$ cat config.mk
export PLATFORM = sky130hd
export DESIGN_NAME = keyboard_text_console_top
export DESIGN_NICKNAME = d
export VERILOG_FILES = /design/src/hw/rtl/kbc_pkg.sv /design/src/hw/rtl/kbc_front.sv /design/src/hw/rtl/kbc_queue.sv /design/src/hw/rtl/kbc_back.sv /design/src/hw/rtl/keyboard_text_console_top.sv
export SDC_FILE = /design/constraint.sdc
export NUM_CORES = 2
export LEC_CHECK = 0
export BUFFER_PORTS_ARGS = -buffer_cell sky130_fd_sc_hd__buf_4
export CORE_ASPECT_RATIO = 1.4
export CORE_UTILIZATION = 35
export DETAILED_ROUTE_END_ITERATION = 7
export PLACE_DENSITY = 0.54
export SETUP_SLACK_MARGIN = 0.1
export SLEW_MARGIN = 20
export SYNTH_ARGS = -nofsm -noshare
export SYNTH_HDL_FRONTEND = slang
export SYNTH_SLANG_ARGS = --single-unit
$ cat constraint.sdc
create_clock -name clk -period 35.8 [get_ports clk]
set_clock_uncertainty 0.15 [all_clocks]
set_input_delay 0 -clock clk [delete_from_list [all_inputs] [get_ports clk]]
set_output_delay 0 -clock clk [all_outputs]
set_load 0.005 [all_outputs]
$ cat src/hw/rtl/kbc_pkg.sv
// Shared constants, types and the scancode table for the keyboard text console.
`timescale 1ns / 1ps
`default_nettype none

package kbc_pkg;

    localparam int COLUMNS     = 80;
    localparam int ROWS        = 25;
    localparam int CELLS       = COLUMNS * ROWS;
    localparam int ADDR_W      = $clog2(CELLS);
    localparam int CUR_W       = $clog2(CELLS + 1);
    localparam int COL_W       = $clog2(COLUMNS);
    localparam int CELL_W      = 11;
    localparam int QUEUE_DEPTH = 2;
    localparam int RELEASE_BIT = 7;

    localparam logic [7:0] ATTR_RESET = 8'h0F;
    localparam logic [7:0] CH_SPACE   = 8'h20;
    localparam logic [7:0] CH_DASH    = 8'h2D;
    localparam logic [7:0] CH_PROMPT  = 8'h3E;
    localparam logic [7:0] SC_ENTER   = 8'h1C;
    localparam logic [7:0] SC_BACK    = 8'h0E;

    localparam logic [CUR_W-1:0] CURSOR_RESET = CUR_W'(2);
    localparam logic [COL_W-1:0] COL_RESET    = COL_W'(2);

    typedef enum logic [1:0] {
        OP_PUT,
        OP_BACK,
        OP_ENTER
    } op_t;

    typedef struct packed {
        op_t        op;
        logic [7:0] ch;
    } item_t;

    function automatic logic [7:0] keymap(input logic [6:0] code);
        logic [7:0] ch;
        begin
            case (code)
                7'h1E: ch = "a";
                7'h30: ch = "b";
                7'h2E: ch = "c";
                7'h20: ch = "d";
                7'h12: ch = "e";
                7'h21: ch = "f";
                7'h22: ch = "g";
                7'h23: ch = "h";
                7'h17: ch = "i";
                7'h24: ch = "j";
                7'h25: ch = "k";
                7'h26: ch = "l";
                7'h32: ch = "m";
                7'h31: ch = "n";
                7'h18: ch = "o";
                7'h19: ch = "p";
                7'h10: ch = "q";
                7'h13: ch = "r";
                7'h1F: ch = "s";
                7'h14: ch = "t";
                7'h16: ch = "u";
                7'h2F: ch = "v";
                7'h11: ch = "w";
                7'h2D: ch = "x";
                7'h15: ch = "y";
                7'h2C: ch = "z";
                7'h39: ch = " ";
                7'h02: ch = "1";
                7'h03: ch = "2";
                7'h04: ch = "3";
                7'h05: ch = "4";
                7'h06: ch = "5";
                7'h07: ch = "6";
                7'h08: ch = "7";
                7'h09: ch = "8";
                7'h0A: ch = "9";
                7'h0B: ch = "0";
                default: ch = 8'h00;
            endcase
            return ch;
        end
    endfunction

endpackage

`default_nettype wire

$ cat src/hw/rtl/kbc_front.sv
// Front end: accepts scancodes, drops releases and unmapped keys, classifies the rest.
`timescale 1ns / 1ps
`default_nettype none

module kbc_front
    import kbc_pkg::*;
(
    input  logic       in_valid,
    output logic       in_ready,
    input  logic [7:0] scancode,
    input  logic       queue_full,
    input  logic       clearing,
    output logic       push,
    output item_t      push_item
);

    logic [7:0] ch;
    logic       keep;

    always_comb
    begin
        ch             = keymap(scancode[6:0]);
        push_item.ch   = ch;
        push_item.op   = OP_PUT;
        keep           = 1'b0;
        if (!scancode[RELEASE_BIT])
        begin
            if (scancode == SC_BACK)
            begin
                push_item.op = OP_BACK;
                keep         = 1'b1;
            end
            else if (scancode == SC_ENTER)
            begin
                push_item.op = OP_ENTER;
                keep         = 1'b1;
            end
            else
            begin
                keep = (ch != 8'h00);
            end
        end
    end

    assign in_ready = !queue_full && !clearing;
    assign push     = in_valid && in_ready && keep;

endmodule

`default_nettype wire

$ cat src/hw/rtl/kbc_queue.sv
// Short queue of classified key operations between the front end and the sequencer.
`timescale 1ns / 1ps
`default_nettype none

module kbc_queue
    import kbc_pkg::*;
(
    input  logic  clk,
    input  logic  rst_n,
    input  logic  push,
    input  item_t push_item,
    output logic  full,
    output logic  head_valid,
    output item_t head_item,
    input  logic  pop
);

    localparam int PTR_W = (QUEUE_DEPTH > 1) ? $clog2(QUEUE_DEPTH) : 1;
    localparam int CNT_W = $clog2(QUEUE_DEPTH + 1);

    item_t            entries_reg [QUEUE_DEPTH];
    logic [PTR_W-1:0] wr_ptr_reg;
    logic [PTR_W-1:0] wr_ptr_next;
    logic [PTR_W-1:0] rd_ptr_reg;
    logic [PTR_W-1:0] rd_ptr_next;
    logic [CNT_W-1:0] count_reg;
    logic [CNT_W-1:0] count_next;

    assign full       = (count_reg == CNT_W'(QUEUE_DEPTH));
    assign head_valid = (count_reg != '0);
    assign head_item  = entries_reg[rd_ptr_reg];

    always_comb
    begin
        wr_ptr_next = wr_ptr_reg;
        rd_ptr_next = rd_ptr_reg;
        count_next  = count_reg;
        if (push)
        begin
            wr_ptr_next = (wr_ptr_reg == PTR_W'(QUEUE_DEPTH - 1)) ? '0 : wr_ptr_reg + 1'b1;
        end
        if (pop)
        begin
            rd_ptr_next = (rd_ptr_reg == PTR_W'(QUEUE_DEPTH - 1)) ? '0 : rd_ptr_reg + 1'b1;
        end
        if (push && !pop)
        begin
            count_next = count_reg + 1'b1;
        end
        else if (pop && !push)
        begin
            count_next = count_reg - 1'b1;
        end
    end

    always_ff @(posedge clk or negedge rst_n)
    begin
        if (!rst_n)
        begin
            wr_ptr_reg <= '0;
            rd_ptr_reg <= '0;
            count_reg  <= '0;
        end
        else
        begin
            wr_ptr_reg <= wr_ptr_next;
            rd_ptr_reg <= rd_ptr_next;
            count_reg  <= count_next;
        end
    end

    always_ff @(posedge clk)
    begin
        if (push)
        begin
            entries_reg[wr_ptr_reg] <= push_item;
        end
    end

endmodule

`default_nettype wire

$ cat src/hw/rtl/kbc_back.sv
// Back end: cursor and screen sequencer, prompt-mark memory and output register.
`timescale 1ns / 1ps
`default_nettype none

module kbc_back
    import kbc_pkg::*;
(
    input  logic              clk,
    input  logic              rst_n,
    input  logic              head_valid,
    input  item_t             head_item,
    output logic              pop,
    output logic              clearing,
    input  logic              cfg_valid,
    output logic              cfg_ready,
    input  logic [7:0]        cfg_data,
    output logic              out_valid,
    input  logic              out_ready,
    output logic              kind,
    output logic [CELL_W-1:0] cell_res,
    output logic [7:0]        character,
    output logic [7:0]        attribute,
    output logic              last
);

    typedef enum logic [6:0] {
        S_CLEAR = 7'b0000001,
        S_IDLE  = 7'b0000010,
        S_BS_RD = 7'b0000100,
        S_ENT   = 7'b0001000,
        S_PUT_W = 7'b0010000,
        S_PUT_C = 7'b0100000,
        S_SPARE = 7'b1000000
    } state_t;

    state_t            state_reg;
    state_t            state_next;
    logic [CUR_W-1:0]  cursor_reg;
    logic [CUR_W-1:0]  cursor_next;
    logic [COL_W-1:0]  col_reg;
    logic [COL_W-1:0]  col_next;
    logic [CUR_W-1:0]  row_reg;
    logic [CUR_W-1:0]  row_next;
    logic [7:0]        ch_reg;
    logic [7:0]        ch_next;
    logic              second_reg;
    logic              second_next;
    logic [ADDR_W-1:0] clr_reg;
    logic [ADDR_W-1:0] clr_next;
    logic [7:0]        attr_reg;

    logic              mark_mem [CELLS];
    logic              rd_data_reg;
    logic              rd_en;
    logic [ADDR_W-1:0] rd_addr;
    logic              wr_en;
    logic [ADDR_W-1:0] wr_addr;
    logic              wr_data;

    logic              out_valid_reg;
    logic              kind_reg;
    logic [CELL_W-1:0] cell_reg;
    logic [7:0]        char_reg;
    logic [7:0]        attr_out_reg;
    logic              last_reg;

    logic              emit_ok;
    logic              emit;
    logic              e_kind;
    logic [CUR_W-1:0]  e_cell;
    logic [7:0]        e_ch;
    logic [7:0]        e_attr;
    logic              e_last;

    logic [CUR_W-1:0]  cursor_minus;
    logic [CUR_W:0]    row_sum;
    logic              enter_full;
    logic [CUR_W-1:0]  enter_next;

    assign cursor_minus = cursor_reg - CUR_W'(1);
    assign row_sum      = {1'b0, row_reg} + (CUR_W + 1)'(COLUMNS);
    assign enter_full   = (row_sum >= (CUR_W + 1)'(CELLS));
    assign enter_next   = enter_full ? CUR_W'(CELLS) : row_sum[CUR_W-1:0];
    assign emit_ok      = !out_valid_reg || out_ready;
    assign clearing     = (state_reg == S_CLEAR);
    assign cfg_ready    = 1'b1;

    always_comb
    begin
        state_next  = state_reg;
        cursor_next = cursor_reg;
        col_next    = col_reg;
        row_next    = row_reg;
        ch_next     = ch_reg;
        second_next = second_reg;
        clr_next    = clr_reg;
        pop         = 1'b0;
        rd_en       = 1'b0;
        rd_addr     = cursor_minus[ADDR_W-1:0];
        wr_en       = 1'b0;
        wr_addr     = cursor_reg[ADDR_W-1:0];
        wr_data     = 1'b0;
        emit        = 1'b0;
        e_kind      = 1'b0;
        e_cell      = cursor_reg;
        e_ch        = 8'h00;
        e_attr      = 8'h00;
        e_last      = 1'b0;
        case (state_reg)
            S_CLEAR:
            begin
                wr_en    = 1'b1;
                wr_addr  = clr_reg;
                wr_data  = (clr_reg == ADDR_W'(1));
                clr_next = clr_reg + 1'b1;
                if (clr_reg == ADDR_W'(CELLS - 1))
                begin
                    state_next = S_IDLE;
                end
            end
            S_IDLE:
            begin
                if (head_valid)
                begin
                    pop = 1'b1;
                    case (head_item.op)
                        OP_PUT:
                        begin
                            if (cursor_reg < CUR_W'(CELLS))
                            begin
                                ch_next     = head_item.ch;
                                second_next = 1'b0;
                                state_next  = S_PUT_W;
                            end
                        end
                        OP_BACK:
                        begin
                            if (cursor_reg != '0)
                            begin
                                rd_en      = 1'b1;
                                state_next = S_BS_RD;
                            end
                        end
                        OP_ENTER:
                        begin
                            state_next = S_ENT;
                        end
                        default:
                        begin
                            state_next = S_IDLE;
                        end
                    endcase
                end
            end
            S_BS_RD:
            begin
                if (rd_data_reg)
                begin
                    state_next = S_IDLE;
                end
                else if (emit_ok)
                begin
                    emit        = 1'b1;
                    e_cell      = cursor_minus;
                    e_ch        = CH_SPACE;
                    e_attr      = attr_reg;
                    wr_en       = 1'b1;
                    wr_addr     = cursor_minus[ADDR_W-1:0];
                    cursor_next = cursor_minus;
                    if (col_reg == '0)
                    begin
                        col_next = COL_W'(COLUMNS - 1);
                        row_next = row_reg - CUR_W'(COLUMNS);
                    end
                    else
                    begin
                        col_next = col_reg - 1'b1;
                    end
                    second_next = 1'b0;
                    state_next  = S_PUT_C;
                end
            end
            S_ENT:
            begin
                if (emit_ok)
                begin
                    emit        = 1'b1;
                    e_kind      = 1'b1;
                    e_cell      = enter_next;
                    e_last      = enter_full;
                    cursor_next = enter_next;
                    col_next    = '0;
                    row_next    = enter_next;
                    if (enter_full)
                    begin
                        state_next = S_IDLE;
                    end
                    else
                    begin
                        ch_next     = CH_DASH;
                        second_next = 1'b1;
                        state_next  = S_PUT_W;
                    end
                end
            end
            S_PUT_W:
            begin
                if (emit_ok)
                begin
                    emit        = 1'b1;
                    e_ch        = ch_reg;
                    e_attr      = attr_reg;
                    wr_en       = 1'b1;
                    wr_data     = (ch_reg == CH_PROMPT);
                    cursor_next = cursor_reg + CUR_W'(1);
                    if (col_reg == COL_W'(COLUMNS - 1))
                    begin
                        col_next = '0;
                        row_next = row_reg + CUR_W'(COLUMNS);
                    end
                    else
                    begin
                        col_next = col_reg + 1'b1;
                    end
                    state_next = S_PUT_C;
                end
            end
            S_PUT_C:
            begin
                if (emit_ok)
                begin
                    emit   = 1'b1;
                    e_kind = 1'b1;
                    e_last = !second_reg || (cursor_reg >= CUR_W'(CELLS));
                    if (second_reg && (cursor_reg < CUR_W'(CELLS)))
                    begin
                        ch_next     = CH_PROMPT;
                        second_next = 1'b0;
                        state_next  = S_PUT_W;
                    end
                    else
                    begin
                        state_next = S_IDLE;
                    end
                end
            end
            default:
            begin
                state_next = S_IDLE;
            end
        endcase
    end

    always_ff @(posedge clk or negedge rst_n)
    begin
        if (!rst_n)
        begin
            state_reg  <= S_CLEAR;
            cursor_reg <= CURSOR_RESET;
            col_reg    <= COL_RESET;
            row_reg    <= '0;
            ch_reg     <= '0;
            second_reg <= 1'b0;
            clr_reg    <= '0;
            attr_reg   <= ATTR_RESET;
        end
        else
        begin
            state_reg  <= state_next;
            cursor_reg <= cursor_next;
            col_reg    <= col_next;
            row_reg    <= row_next;
            ch_reg     <= ch_next;
            second_reg <= second_next;
            clr_reg    <= clr_next;
            if (cfg_valid && cfg_ready)
            begin
                attr_reg <= cfg_data;
            end
        end
    end

    always_ff @(posedge clk)
    begin
        if (wr_en)
        begin
            mark_mem[wr_addr] <= wr_data;
        end
        if (rd_en)
        begin
            rd_data_reg <= mark_mem[rd_addr];
        end
    end

    always_ff @(posedge clk or negedge rst_n)
    begin
        if (!rst_n)
        begin
            out_valid_reg <= 1'b0;
        end
        else if (emit)
        begin
            out_valid_reg <= 1'b1;
        end
        else if (out_ready)
        begin
            out_valid_reg <= 1'b0;
        end
    end

    always_ff @(posedge clk)
    begin
        if (emit)
        begin
            kind_reg     <= e_kind;
            cell_reg     <= CELL_W'(e_cell);
            char_reg     <= e_ch;
            attr_out_reg <= e_attr;
            last_reg     <= e_last;
        end
    end

    assign out_valid = out_valid_reg;
    assign kind      = kind_reg;
    assign cell_res  = cell_reg;
    assign character = char_reg;
    assign attribute = attr_out_reg;
    assign last      = last_reg;

endmodule

`default_nettype wire

$ cat src/hw/rtl/keyboard_text_console_top.sv
// Top level of the scancode-driven text console.
`timescale 1ns / 1ps
`default_nettype none

// Scancodes (set 1) enter through in_valid/in_ready and are classified at once: release and
// unmapped codes are dropped, the rest go into a two-entry queue, so a new scancode can be
// taken every cycle while the queue has room. The sequencer behind it produces at most one
// result a cycle and takes each operation from the queue in its idle state: a printing key
// gives a cell write and a cursor update, backspace the same (the prompt-mark memory is read
// as it is taken), enter a cursor update and then, if the screen has room, '-' and '>' with
// their cursor updates. Results sit in a single output register; the sequencer holds while a
// result waits, and the queue keeps taking scancodes until it fills.
// After reset every cell of the prompt-mark memory (COLUMNS*ROWS, 2000 at 80x25) is
// initialised while in_ready stays low; attribute writes are taken at any time.
module keyboard_text_console_top
    import kbc_pkg::*;
(
    input  logic              clk,
    input  logic              rst_n,
    input  logic              in_valid,
    output logic              in_ready,
    input  logic [7:0]        scancode,
    input  logic              cfg_valid,
    output logic              cfg_ready,
    input  logic [7:0]        cfg_data,
    output logic              out_valid,
    input  logic              out_ready,
    output logic              kind,
    output logic [CELL_W-1:0] cell_res,
    output logic [7:0]        character,
    output logic [7:0]        attribute,
    output logic              last
);

    logic  push;
    item_t push_item;
    logic  queue_full;
    logic  head_valid;
    item_t head_item;
    logic  pop;
    logic  clearing;

    kbc_front u_front (
        .in_valid   (in_valid),
        .in_ready   (in_ready),
        .scancode   (scancode),
        .queue_full (queue_full),
        .clearing   (clearing),
        .push       (push),
        .push_item  (push_item)
    );

    kbc_queue u_queue (
        .clk        (clk),
        .rst_n      (rst_n),
        .push       (push),
        .push_item  (push_item),
        .full       (queue_full),
        .head_valid (head_valid),
        .head_item  (head_item),
        .pop        (pop)
    );

    kbc_back u_back (
        .clk        (clk),
        .rst_n      (rst_n),
        .head_valid (head_valid),
        .head_item  (head_item),
        .pop        (pop),
        .clearing   (clearing),
        .cfg_valid  (cfg_valid),
        .cfg_ready  (cfg_ready),
        .cfg_data   (cfg_data),
        .out_valid  (out_valid),
        .out_ready  (out_ready),
        .kind       (kind),
        .cell_res   (cell_res),
        .character  (character),
        .attribute  (attribute),
        .last       (last)
    );

endmodule

`default_nettype wire

==> flow_metrics.tcl <==
set metrics [dict create \
    regArea_um2 63200 \
    vias 59000 \
    dp_hpwl_um 148000 \
    worst_pin_slew_ns 1.30 \
    drv_slew 0 \
    swShare_pct 35.3 \
    crit_type "register to register" \
    path_buf_inv 6 \
    yosys_most_used_dff "edfxtp_1" \
    power.share.combinational_pct 33.3 \
    slew_headroom_pct 13.2 \
    final_nets 6939 \
    instances_no_fill 10500 \
    place_area_um2 97100 \
    crit_required_ns 36.27 \
    reg2reg_from "u_back.cursor_reg[0]" \
    core_area_um2 266000 \
    fp-row-count 224 \
    clk_latency_ns 0.87 \
    cts_made_buffers 203 \
    htreeDepth 4 \
    path_cells "inv_1, ha_1, xor2_4, buf_12, buf_4, buf_4, buf_4, mux4_2, mux2i_1, nand2_1, nand3_1, a21oi_1, o32ai_1, buf_4, and4_1, a211oi_1, mux2_2" \
    power_density_nw_per_um2 69.7 \
    crit_top_cell "buf_4" \
    dieArea_um2 269000 \
    holdWs_ns 0.0688 \
    synthesis.area_um2 93400 \
    max_freq_mhz 148 \
    fin_tns_setup_ns 0 \
    rr_endpoint "u_back.rd_data_reg" \
    postSynthCellCount 7090 \
    critPathLaunch "u_back.cursor_reg[0]" \
    synth_warnings 0 \
    grt_pass1_vias 58800 \
    power.share.clock_pct 28.6 \
    drtAntennaViolNets 0 \
    antenna_found_initial 6 \
    hold_class "primary input to register" \
    synth_edf_count 2047 \
    drc 0 \
    avgSynthCellArea_um2 13.2 \
    p_leak_nw 33.0 \
    cts_tree "built" \
    drive_above_1_share_pct 14.2 \
    ios 53 \
    gp_congestion 0.849 \
    crit_fanout 103 \
    setup_viol 0 \
    rsz0062_at_grt "no" \
    portBuffers 50 \
    slowest_delay_ns 0.79 \
    ys_types 82 \
    final_cell_mix "2123 x nor2_1, 2047 x edfxtp_1, 611 x nand2_1, 404 x mux4_2, 210 x nand3_1" \
    ys_ff_latch 2115 \
    fin_crit_sh_pct 18.9 \
    first_iter_violations 6277 \
    endpoint "u_back.rd_data_reg" \
    arrival_ns 7.25 \
    die_x_um 439 \
    drtPass1Iterations 6 \
    n_fill_cell 25200 \
    p_switching_mw 2.56 \
    start_kind "register" \
    largest_reg_flops 2000 \
    wl_per_cell_um 27.5 \
    via_per_inst 5.59 \
    worstSetupEndpointType "register" \
    fin_crit_ns 6.78 \
    final_common_cell "nor2_1" \
    design_area_um2 104000 \
    clk_root_buffer_cell "clkbuf_16" \
    place_inst 10100 \
    start_util_pct 35.1 \
    vdd_drop_max_uv 82.2 \
    r2r_setup_slack_ns 29.02 \
    die_h_um 613 \
    grt_pass1_wl_um 414000 \
    p_int_mw 4.69 \
    run_status "complete, no violations" \
    clock_sinks 2115 \
    seqPwrFrac_pct 38.1 \
    path_delay_family "buffers and inverters" \
    gr-total-overflow 0 \
    r2r_cells 17 \
    max-clock-path-buffers 4 \
    finalWirelength_um 290000 \
    totalPowerFinal_mw 7.25 \
    async_flop_share_pct 3.22 \
    grt_start_max_net_pins 317 \
    worstSetupPathDepth 17 \
    syn2layout_area_growth_pct 11.3 \
    max-cap-violations 0 \
    path_clk_slew_ns 0.07 \
    hold_violations 0 \
    track_usage_pct 21.2 \
    multiInputGateArea_um2 28000 \
    ys_seq_area_share_pct 67.7 \
    worst_path_max_delay_cell "buf_4" \
]
cell usage after synthesis (all sizes together), types with 6 or more instances:
cell / count / area [um^2]
nor2: 2137 / 8020
edfxtp: 2047 / 61500
nand2: 679 / 2550
clkbuf: 464 / 1740
mux4: 404 / 9100
nand3: 210 / 1050
buf: 188 / 967
mux2i: 158 / 1580
a21oi: 89 / 445
a31oi: 79 / 494
dfrtp: 61 / 1530
o21ai: 59 / 295
a32oi: 44 / 385
nor3: 40 / 245
nand4: 34 / 213
a22oi: 29 / 218
ha: 26 / 325
and2: 25 / 156
xnor2: 24 / 210
xor2: 22 / 200
inv: 19 / 71.3
a221oi: 16 / 140
and3: 15 / 93.8
o211ai: 14 / 105
mux2: 13 / 146
nand2b: 13 / 81.3
a211oi: 12 / 95.1
a2111oi: 11 / 96.3
o22ai: 11 / 68.8
a311oi: 10 / 87.6
nor4: 10 / 62.6
or2: 10 / 62.6
nor2b: 9 / 56.3
o31ai: 8 / 60.1
dfstp: 7 / 184
nand3b: 6 / 45.0
worst min path at each step:
stage / depth (start not counted) / from / end / slack [ns]
2_1_floorplan: 0 / rst_n / u_back.attr_reg[4] / -0.45
3_5_place_dp: 1 / rst_n / u_back.ch_reg[2] / 0.06
5_1_grt: 5 / out_ready / u_back.kind / 0.11
3_3_place_gp: 1 / rst_n / u_back.attr_reg[4] / 0.08
6_report: 5 / out_ready / u_back.kind / 0.07
4_1_cts: 5 / out_ready / u_back.kind / 0.04
stage by stage:
step	worst slack [ns]	utilization, %
floorplan	4.89	-
global placement	28.35	36.5
detailed placement	29.04	36.5
CTS	29.02	39.1
global route	28.75	39.1
finish	29.02	39.1
what timing repair did:
| action | in CTS | in global routing |
|---|---|---|
| setup buffers | 0 | 0 |
| hold buffers | 51 | 0 |
| gates resized for setup | 0 | 0 |
| endpoints found under the hold margin | 184 | 0 |
logic make-up after synthesis:
family / after synthesis / share of synthesized area (%)
compound gates: 441 / 3.22
xor+xnor: 46 / 0.439
fa+ha+maj: 27 / 0.370
buf+inv: 673 / 2.99
flops: 2115 / 67.7
mux: 575 / 11.6
other cells: 2 / 0.00804
simple gates: 3211 / 13.7
layout make-up:
cell class	instances	area share [%]
sequential	2115	60.8
multi-input combinational	4303	26.9
clock buffer	255	5.17
tap	3503	4.22
timing repair buffer	247	2.11
clock inverter	100	0.730
inverter	21	0.0758
antenna	5	0.0120
power groups by stage:
stage / combinational [mW] / clock, mW / sequential (mW)
floorplan: 1.54 / 0 / 2.78
global placement: 2.38 / 0 / 2.81
finish: 2.41 / 2.08 / 2.76
CTS: 2.40 / 2.11 / 2.76
global route: 2.52 / 2.19 / 2.76
detailed placement: 2.39 / 0 / 2.81
tightest hold or removal path, stage by stage:
cell and delay (ns):
dlygate4sd3_1 0.53, buf_4 0.11, nor2b_1 0.03, buf_4 0.18
nor2_1 0.11
routing by layer:
layer / global-route usage, % / vias to the layer above / share of wire [%]
li1: - / 25200 / -
met1: 25.4 / 31100 / 38
met2: 38.1 / 2243 / 52
met3: 2.55 / 518 / 6.1
met4: 9.00 / 2 / 4.4
met5: 0 / - / 0.0038
(Power assumes the default switching activity.)
